$ cat src/hdl/arc_pkg.sv
// shared types and constants for the anchor range collector
// used by arc_cell and anchor_range_collector; no dependencies
package arc_pkg;

    // default table size
    localparam int SLOT_COUNT_DEF = 8;

    // field widths
    localparam int NUM_ANCHORS = 3;
    localparam int ANCHOR_W    = 2;
    localparam int TAG_W       = 32;
    localparam int RANGE_W     = 16;
    localparam int TIME_W      = 32;
    localparam int WIN_W       = 16;
    localparam int STATUS_W    = 3;
    localparam int SLOT_OUT_W  = 3;

    localparam logic [WIN_W-1:0]       WINDOW_RESET = 16'd100;
    localparam logic [NUM_ANCHORS-1:0] ALL_PRESENT  = 3'b111;

    // result status codes
    typedef enum logic [STATUS_W-1:0] {
        ST_RECORDED  = 3'd0,
        ST_DUPLICATE = 3'd1,
        ST_RESTART   = 3'd2,
        ST_NEW       = 3'd3,
        ST_DROPPED   = 3'd4
    } t_status;

    // slot update operations
    typedef enum logic [1:0] {
        OP_NONE,
        OP_START,
        OP_RECORD,
        OP_CLEAR
    } t_slot_op;

    typedef logic [NUM_ANCHORS-1:0][RANGE_W-1:0] t_ranges;

    // search probe handed from cell to cell
    typedef struct packed {
        logic                   valid;
        logic                   match;
        logic                   free;
        logic [NUM_ANCHORS-1:0] present;
        logic [TIME_W-1:0]      last_time;
        t_ranges                ranges;
    } t_probe;

    // slot update command broadcast to all cells
    typedef struct packed {
        t_slot_op          op;
        logic [ANCHOR_W-1:0] anchor;
        logic [RANGE_W-1:0]  range_val;
        logic [TIME_W-1:0]   time_val;
    } t_slot_cmd;

endpackage

$ cat src/hdl/arc_cell.sv
// one slot of the tag table plus one stage of the search chain
// depends on arc_pkg
module arc_cell import arc_pkg::*; #(
    parameter int IDX_W = 3,
    parameter int INDEX = 0
) (
    input  logic             i_clk,
    input  logic             i_rst_n,
    input  logic [TAG_W-1:0] i_tag,
    input  t_probe           i_probe,
    input  logic [IDX_W-1:0] i_match_idx,
    input  logic [IDX_W-1:0] i_free_idx,
    output t_probe           o_probe,
    output logic [IDX_W-1:0] o_match_idx,
    output logic [IDX_W-1:0] o_free_idx,
    input  t_slot_cmd        i_cmd,
    input  logic [IDX_W-1:0] i_cmd_idx
);

    logic                   r_used, n_used;
    logic [NUM_ANCHORS-1:0] r_present, n_present;
    logic [TAG_W-1:0]       r_tag, n_tag;
    logic [TIME_W-1:0]      r_last, n_last;
    t_ranges                r_ranges, n_ranges;
    t_probe                 r_probe, n_probe;
    logic [IDX_W-1:0]       r_match_idx, n_match_idx;
    logic [IDX_W-1:0]       r_free_idx, n_free_idx;
    logic                   w_hit;
    logic [NUM_ANCHORS-1:0] w_bit;

    // probe stage: first used slot with the tag, else first free slot
    always_comb begin
        n_probe     = i_probe;
        n_match_idx = i_match_idx;
        n_free_idx  = i_free_idx;
        if (i_probe.valid) begin
            if (r_used) begin
                if (!i_probe.match && (r_tag == i_tag)) begin
                    n_probe.match     = 1'b1;
                    n_probe.present   = r_present;
                    n_probe.last_time = r_last;
                    n_probe.ranges    = r_ranges;
                    n_match_idx       = IDX_W'(INDEX);
                end
            end else if (!i_probe.free) begin
                n_probe.free = 1'b1;
                n_free_idx   = IDX_W'(INDEX);
            end
        end
    end

    // slot update from the broadcast command
    assign w_hit = (i_cmd.op != OP_NONE) && (i_cmd_idx == IDX_W'(INDEX));
    assign w_bit = NUM_ANCHORS'(1) << i_cmd.anchor;

    always_comb begin
        n_used    = r_used;
        n_present = r_present;
        n_tag     = r_tag;
        n_last    = r_last;
        n_ranges  = r_ranges;
        if (w_hit) begin
            case (i_cmd.op)
                OP_START: begin
                    n_used                   = 1'b1;
                    n_tag                    = i_tag;
                    n_last                   = i_cmd.time_val;
                    n_ranges[i_cmd.anchor]   = i_cmd.range_val;
                    n_present                = w_bit;
                end
                OP_RECORD: begin
                    n_last                   = i_cmd.time_val;
                    n_ranges[i_cmd.anchor]   = i_cmd.range_val;
                    n_present                = r_present | w_bit;
                end
                OP_CLEAR: begin
                    n_used    = 1'b0;
                    n_present = '0;
                end
                default: begin
                    n_used = r_used;
                end
            endcase
        end
    end

    // control state and probe stage register
    always_ff @(posedge i_clk) begin
        if (!i_rst_n) begin
            r_used    <= 1'b0;
            r_present <= '0;
            r_probe   <= '0;
        end else begin
            r_used    <= n_used;
            r_present <= n_present;
            r_probe   <= n_probe;
        end
    end

    // payload
    always_ff @(posedge i_clk) begin
        r_tag             <= n_tag;
        r_last            <= n_last;
        r_ranges          <= n_ranges;
        r_match_idx       <= n_match_idx;
        r_free_idx        <= n_free_idx;
    end

    assign o_probe     = r_probe;
    assign o_match_idx = r_match_idx;
    assign o_free_idx  = r_free_idx;

endmodule

$ cat src/hdl/anchor_range_collector.sv
// top level of the anchor range collector: control, window register, cell chain
// depends on arc_pkg and arc_cell
//
//  channel   dir  handshake                      payload
//  s_axis    in   s_axis_tvalid / s_axis_tready  tdata 80b, tuser 2b
//  m_axis    out  m_axis_tvalid / m_axis_tready  tdata 88b, tuser 4b
//  cfg       in   i_cfg_we                       i_cfg_wdata 16b (window_ms)
//
// one report at a time: the search probe walks the cell chain one cell per cycle,
// then the gathered probe is registered for the decision.
// the result sits in an output register; the next report is taken while
// it waits, and that report stalls before its slot update until the result
// is taken. synchronous active-low reset empties all slots, window = 100.
module anchor_range_collector import arc_pkg::*; #(
    parameter int SLOT_COUNT = SLOT_COUNT_DEF
) (
    input  logic             i_clk,
    input  logic             i_rst_n,
    input  logic             s_axis_tvalid,
    output logic             s_axis_tready,
    // tag_id [31:0], range_value [47:32], time_ms [79:48]
    input  logic [79:0]      s_axis_tdata,
    // anchor_id [1:0]
    input  logic [1:0]       s_axis_tuser,
    output logic             m_axis_tvalid,
    input  logic             m_axis_tready,
    // slot_index [2:0], done_tag [34:3], range_first [50:35],
    // range_second [66:51], range_third [82:67], zero [87:83]
    output logic [87:0]      m_axis_tdata,
    // status [2:0], complete [3]
    output logic [3:0]       m_axis_tuser,
    input  logic             i_cfg_we,
    input  logic [WIN_W-1:0] i_cfg_wdata
);

    localparam int IDX_W = (SLOT_COUNT > 1) ? $clog2(SLOT_COUNT) : 1;

    typedef enum logic [1:0] {
        S_IDLE,
        S_LAUNCH,
        S_WAIT,
        S_DECIDE
    } t_state;

    t_state              r_state;
    logic [WIN_W-1:0]    r_window;
    logic [ANCHOR_W-1:0] r_anchor;
    logic [TAG_W-1:0]    r_tag;
    logic [RANGE_W-1:0]  r_range;
    logic [TIME_W-1:0]   r_time;
    t_probe              r_probe;
    logic [IDX_W-1:0]    r_match_idx;
    logic [IDX_W-1:0]    r_free_idx;
    logic                r_out_valid;
    logic [87:0]         r_out_data;
    logic [3:0]          r_out_user;

    t_probe              w_probe     [SLOT_COUNT+1];
    logic [IDX_W-1:0]    w_match_idx [SLOT_COUNT+1];
    logic [IDX_W-1:0]    w_free_idx  [SLOT_COUNT+1];

    t_slot_cmd           w_cmd;
    logic [IDX_W-1:0]    w_cmd_idx;
    logic                w_out_free;
    logic                w_decide;
    logic                w_in_xfer;

    t_status             n_status;
    logic                n_complete;
    logic [IDX_W-1:0]    n_slot;
    t_ranges             n_ranges;
    t_slot_op            n_op;
    logic [ANCHOR_W-1:0] w_a;
    logic [NUM_ANCHORS-1:0] w_bit;
    logic [NUM_ANCHORS-1:0] w_new_present;
    logic [TIME_W-1:0]   w_gap;
    t_ranges             w_merged;

    assign s_axis_tready = (r_state == S_IDLE);
    assign w_in_xfer     = s_axis_tvalid && s_axis_tready;
    assign w_out_free    = !r_out_valid || m_axis_tready;
    assign w_decide      = (r_state == S_DECIDE) && w_out_free;

    // probe enters the head of the chain for one cycle
    always_comb begin
        w_probe[0]       = '0;
        w_probe[0].valid = (r_state == S_LAUNCH);
        w_match_idx[0]   = '0;
        w_free_idx[0]    = '0;
    end

    // chain of slot cells
    for (genvar g = 0; g < SLOT_COUNT; g++) begin : g_cell
        arc_cell #(
            .IDX_W (IDX_W),
            .INDEX (g)
        ) u_cell (
            .i_clk       (i_clk),
            .i_rst_n     (i_rst_n),
            .i_tag       (r_tag),
            .i_probe     (w_probe[g]),
            .i_match_idx (w_match_idx[g]),
            .i_free_idx  (w_free_idx[g]),
            .o_probe     (w_probe[g+1]),
            .o_match_idx (w_match_idx[g+1]),
            .o_free_idx  (w_free_idx[g+1]),
            .i_cmd       (w_cmd),
            .i_cmd_idx   (w_cmd_idx)
        );
    end

    // decision on the gathered probe
    assign w_a           = r_anchor - ANCHOR_W'(1);
    assign w_bit         = NUM_ANCHORS'(1) << w_a;
    assign w_new_present = r_probe.present | w_bit;
    assign w_gap         = (r_time >= r_probe.last_time) ? (r_time - r_probe.last_time)
                                                         : (r_probe.last_time - r_time);

    always_comb begin
        w_merged = r_probe.ranges;
        w_merged[w_a] = r_range;
    end

    always_comb begin
        n_status   = ST_DROPPED;
        n_complete = 1'b0;
        n_slot     = '0;
        n_ranges   = '0;
        n_op       = OP_NONE;
        if (r_anchor != '0) begin
            if (r_probe.match) begin
                n_slot = r_match_idx;
                if ((r_probe.present & w_bit) != '0) begin
                    n_status = ST_DUPLICATE;
                end else if (w_gap <= TIME_W'(r_window)) begin
                    n_status = ST_RECORDED;
                    if (w_new_present == ALL_PRESENT) begin
                        n_complete = 1'b1;
                        n_ranges   = w_merged;
                        n_op       = OP_CLEAR;
                    end else begin
                        n_op = OP_RECORD;
                    end
                end else begin
                    n_status = ST_RESTART;
                    n_op     = OP_START;
                end
            end else if (r_probe.free) begin
                n_slot   = r_free_idx;
                n_status = ST_NEW;
                n_op     = OP_START;
            end
        end
    end

    // slot update command, issued when the result is loaded
    always_comb begin
        w_cmd.op        = w_decide ? n_op : OP_NONE;
        w_cmd.anchor    = w_a;
        w_cmd.range_val = r_range;
        w_cmd.time_val  = r_time;
        w_cmd_idx       = n_slot;
    end

    // sequencer and output register
    always_ff @(posedge i_clk) begin
        if (!i_rst_n) begin
            r_state     <= S_IDLE;
            r_window    <= WINDOW_RESET;
            r_out_valid <= 1'b0;
        end else begin
            if (i_cfg_we) begin
                r_window <= i_cfg_wdata;
            end
            if (w_decide) begin
                r_out_valid <= 1'b1;
            end else if (m_axis_tready) begin
                r_out_valid <= 1'b0;
            end
            case (r_state)
                S_IDLE: begin
                    if (w_in_xfer) begin
                        r_anchor <= s_axis_tuser;
                        r_tag    <= s_axis_tdata[31:0];
                        r_range  <= s_axis_tdata[47:32];
                        r_time   <= s_axis_tdata[79:48];
                        r_state  <= S_LAUNCH;
                    end
                end
                S_LAUNCH: begin
                    r_state <= S_WAIT;
                end
                S_WAIT: begin
                    if (w_probe[SLOT_COUNT].valid) begin
                        r_probe     <= w_probe[SLOT_COUNT];
                        r_match_idx <= w_match_idx[SLOT_COUNT];
                        r_free_idx  <= w_free_idx[SLOT_COUNT];
                        r_state     <= S_DECIDE;
                    end
                end
                S_DECIDE: begin
                    if (w_out_free) begin
                        r_out_user  <= {n_complete, n_status};
                        r_out_data  <= {5'b0, n_ranges[2], n_ranges[1], n_ranges[0],
                                        r_tag, SLOT_OUT_W'(n_slot)};
                        r_state     <= S_IDLE;
                    end
                end
                default: begin
                    r_state <= S_IDLE;
                end
            endcase
        end
    end

    assign m_axis_tvalid = r_out_valid;
    assign m_axis_tdata  = r_out_data;
    assign m_axis_tuser  = r_out_user;

endmodule
$ cat config.mk
export PLATFORM = sky130hd
export DESIGN_NAME = anchor_range_collector
export DESIGN_NICKNAME = d
export VERILOG_FILES = /design/src/hdl/arc_pkg.sv /design/src/hdl/arc_cell.sv /design/src/hdl/anchor_range_collector.sv
export SDC_FILE = /design/constraint.sdc
export NUM_CORES = 2
export LEC_CHECK = 0
export BUFFER_PORTS_ARGS = -buffer_cell sky130_fd_sc_hd__buf_2
export CAP_MARGIN = 20
export CORE_ASPECT_RATIO = 1.25
export CORE_MARGIN = 10
export CORE_UTILIZATION = 56
export DETAILED_ROUTE_END_ITERATION = 8
export PLACE_DENSITY_LB_ADDON = 0.25
export SYNTH_ARGS = -nofsm -noshare
export SYNTH_HDL_FRONTEND = slang
export SYNTH_SLANG_ARGS = --single-unit
$ cat constraint.sdc
create_clock -name i_clk -period 6.6 [get_ports i_clk]
set_clock_uncertainty 0.05 [all_clocks]
set_input_delay 0.33 -clock i_clk [delete_from_list [all_inputs] [get_ports i_clk]]
set_output_delay 0.33 -clock i_clk [all_outputs]
set_load 0.005 [all_outputs]
==> key figures <==
Finish
  • Total Nets Final: 5502
  • Layout cell share with drive strength beyond 1: 0.146
  • Relative area change from synthesis to final layout: 16.9%

Clocking
  • Number of buffers between clock root and the deepest sink: 3
  • Count of H-tree levels built during CTS: 4
  • Clock latency reported for the late side of the worst-skew pair: 800 ps
  • Clock-pin slew on the worst setup and hold paths: 60 ps
  • Sink count of the clock tree: 1929
  • Cts bufs inserted: 175
  • TritonCTS clock tree: built
  • CTS Root Buffer Type: sky130_fd_sc_hd__clkbuf_16

STA
  • Number of max-slew violations in the final report: 0
  • Final Critical Period: 6380 ps
  • Crit path setup slack, layout: 221 ps
  • Worst Hold Slack: 13.5 ps
  • Max-Slew Margin vs Limit: 0.300
  • Slew at the pin with the worst max-slew slack: 1050 ps
  • Final cycle utilization of the critical path: 0.966
  • Number of setup violations in the final report: 0
  • Fin. Hold Viols: 0
  • Achievable clock frequency: 157 MHz

Detailed routing
  • DRC violation total after the first TritonRoute iteration: 2423
  • DRC Markers: 0
  • Router iterations before antenna repair: 5
  • Total number of vias: 37500
  • Drt via density: 5.30
  • Post-detailed-route wirelength per cell: 20.9 um
  • Wire length after detailed routing: 148 mm
  • Post-route antenna net violation count: 0

Floorplan
  • Row cnt: 145
  • Placeable core area: 125000 sq um
  • Initial standard-cell utilization of the core: 0.564
  • Die Ht: 417 um
  • Die Footprint: 141000 sq um
  • Number of placed I/O pins: 197
  • Die boundary width: 337 um

Global routing
  • Number of antenna violations at the first check in global routing: 7
  • Wire length of the first global-routing pass: 225 mm
  • Grt total ovfl: 0
  • Pin count of the biggest net entering global routing: 154
  • Vias in the first global route: 38400
  • Total track usage: 0.209

Worst setup path
  • Gate family responsible for the most delay along the worst path: compound AO/OA/AOI/OAI gates
  • Critical register-to-register path endpoint: g_cell[7].u_cell.r_ranges[5]
  • CP required: 7060 ps
  • Arrival time reported for the critical path endpoint: 6830 ps
  • Nature of the critical path startpoint: register
  • Startpoint-to-endpoint class of the critical path: register to register
  • Largest fanout on the critical path: 12
  • Cell with the largest stage delay on the worst path: sky130_fd_sc_hd__or3_4
  • CP endpoint kind: register
  • Max stage delay on crit path: 440 ps
  • Logic depth of the worst register-to-register path: 28
  • CP startpoint: r_time[0]
  • Launch point of the worst reg-to-reg path: r_time[0]
  • R2R setup slack: 220 ps
  • Crit path buffers/inverters: 6

Hold path
  • Worst Hold Path EP: m_axis_tvalid
  • Min-Delay Path Depth: 2
  • Start point of the worst hold path: i_rst_n
  • Class of the most critical hold timing path: input pin to register

Logic synthesis
  • Most frequently used flop master after synthesis: sky130_fd_sc_hd__edfxtp_1
  • Ranking of synthesized cells by instance count: sky130_fd_sc_hd__edfxtp_1 (1156), sky130_fd_sc_hd__dfxtp_1 (773), sky130_fd_sc_hd__nor2b_1 (635)
  • Post-synth EDFFs: 1156
  • Fraction of post-synthesis cell area in the top cell type by area: 0.492
  • Number of warning messages in the yosys log: 0
  • Syn Inst Count: 4840
  • Combined area of all synthesized cells: 70500 sq um
  • Asr flop ratio synth: 0
  • Post-synthesis cell type with the largest combined area: sky130_fd_sc_hd__edfxtp_1
  • Share of the yosys chip area belonging to registers: 0.712
  • Cell types with the largest area share after synthesis: sky130_fd_sc_hd__edfxtp_1 (49%), sky130_fd_sc_hd__dfxtp_1 (22%), sky130_fd_sc_hd__mux2i_1 (8.7%)
  • Number of storage elements in the synthesis netlist: 1929
  • Mean Syn Cell Area: 14.6 sq um
  • Number of distinct standard cells referenced by the synthesized netlist: 70
  • Most frequent cell after synthesis: sky130_fd_sc_hd__edfxtp_1

Place
  • Number of buffer cells added on primary ports: 191
  • DP Wirelength: 93.5 mm
  • Final Wtd Congestion: 0.926
  • Worst setup slack before clock tree synthesis: 175 ps

Power and ir drop
  • Final Power: 25000 uW
  • Total power density per cell area: 303 nW/um^2
  • VDD IR-drop max: 280 uV
  • Leakage: 0.0280 uW

Status
  • Status: finished, final reports clean

Job
  • Number of max-cap violations: 0
## cells by family (layout without fill, tap and decap cells)
| logic type | Yosys count | count (layout) | synth area share |
|---|---|---|---|
| adders and majority gates | 88 | 88 | 0.0158 |
| DFF | 1929 | 1929 | 0.712 |
| buffers and inverters | 343 | 961 | 0.0191 |
| muxes | 619 | 619 | 0.0879 |
| xor gates and xnor gates | 285 | 285 | 0.0354 |
| and+or+nand+nor | 1235 | 1235 | 0.0993 |
| other | 1 | 6 | 0.0000532 |
| AOI/OAI and AO/OA | 340 | 340 | 0.0306 |
## per-layer routing
layer / track usage / up-vias / wire length (um)
met5: 0 / - / 0
met4: 0.0764 / 0 / 4790
met3: 0.0354 / 268 / 6890
met2: 0.360 / 924 / 74800
met1: 0.263 / 18400 / 61700
li1: - / 18000 / -
## power breakdown
| group | switching, uW | internal, uW |
|---|---|---|
| logic | 1060 | 615 |
| registers | 104 | 13000 |
| clock network | 4310 | 5890 |
| total | 5480 | 19500 |
## final cells by class
cell class	count	area (sq um)
Sequential cell	1929	50200
Fill cell	8767	42600
Multi-Input combinational cell	2572	19400
Clock buffer	249	5020
Timing Repair Buffer	533	4580
Tap cell	1617	2020
Clock inverter	79	858
Inverter	100	375
Antenna cell	1	2.50
## flip-flops by register name, summed over array words and instances, names as in the netlist, 32 cells and up
register and flops:
m_axis_tdata 83, g_cell.u_cell.r_ranges 384, g_cell.u_cell.r_last 256, g_cell.u_cell.r_tag 256, r_tag 32, g_cell.u_cell.o_probe 688, r_time 32, r_probe 85
## worst max path at each step
stage,end,slack [ps],depth (start not counted)
floorplan,g_cell[0].u_cell.r_ranges[16],-420,27
global placement,g_cell[7].u_cell.r_last[27],250,27
detailed placement,g_cell[7].u_cell.r_ranges[11],180,28
CTS,g_cell[7].u_cell.r_ranges[2],120,28
global route,g_cell[7].u_cell.r_ranges[10],-0.7,29
finish,g_cell[7].u_cell.r_ranges[5],220,28
## cells in the final DEF, fill, tap and decap left out, drive strengths merged, types with 6 or more instances in the layout
master / netlist / layout
a211oi: 7 / 7
a21boi: 33 / 33
a21o: 15 / 15
a21oi: 124 / 124
a221oi: 7 / 7
a22oi: 6 / 6
and2: 105 / 105
and3: 7 / 7
buf: 66 / 417
bufinv: 0 / 14
clkbuf: 177 / 252
clkinv: 0 / 49
dfxtp: 773 / 773
dlygate4sd3: 0 / 113
edfxtp: 1156 / 1156
ha: 86 / 86
inv: 100 / 113
mux2i: 615 / 615
nand2: 195 / 195
nand2b: 9 / 9
nand3: 26 / 26
nand4: 46 / 46
nor2: 70 / 70
nor2b: 635 / 635
nor3: 50 / 50
nor4: 48 / 48
o211ai: 6 / 6
o21a: 15 / 15
o21ai: 77 / 77
o21bai: 6 / 6
or2: 26 / 26
xnor2: 92 / 92
xor2: 193 / 193
## what timing repair did
item | in CTS | in global routing
buffers inserted | 0 | 1
hold endpoints to repair | 101 | 0
hold buffers | 113 | 0
resized for setup | 0 | 19
setup endpoints to repair | 0 | 605
## stage by stage
| stage | cell area, sq um | util | cells | setup TNS, ps |
|---|---|---|---|---|
| after floorplan | 70600 | - | 4844 | -164320 |
| after global placement | 75200 | 0.601 | 6632 | 0 |
| after detailed placement | 75200 | 0.601 | 6632 | 0 |
| after CTS | 82200 | 0.657 | 7073 | 0 |
| after global routing | 82400 | 0.659 | 7079 | -1.45 |
| final | 82400 | 0.659 | 7080 | 0 |
Power figures use the tool's default switching activity.
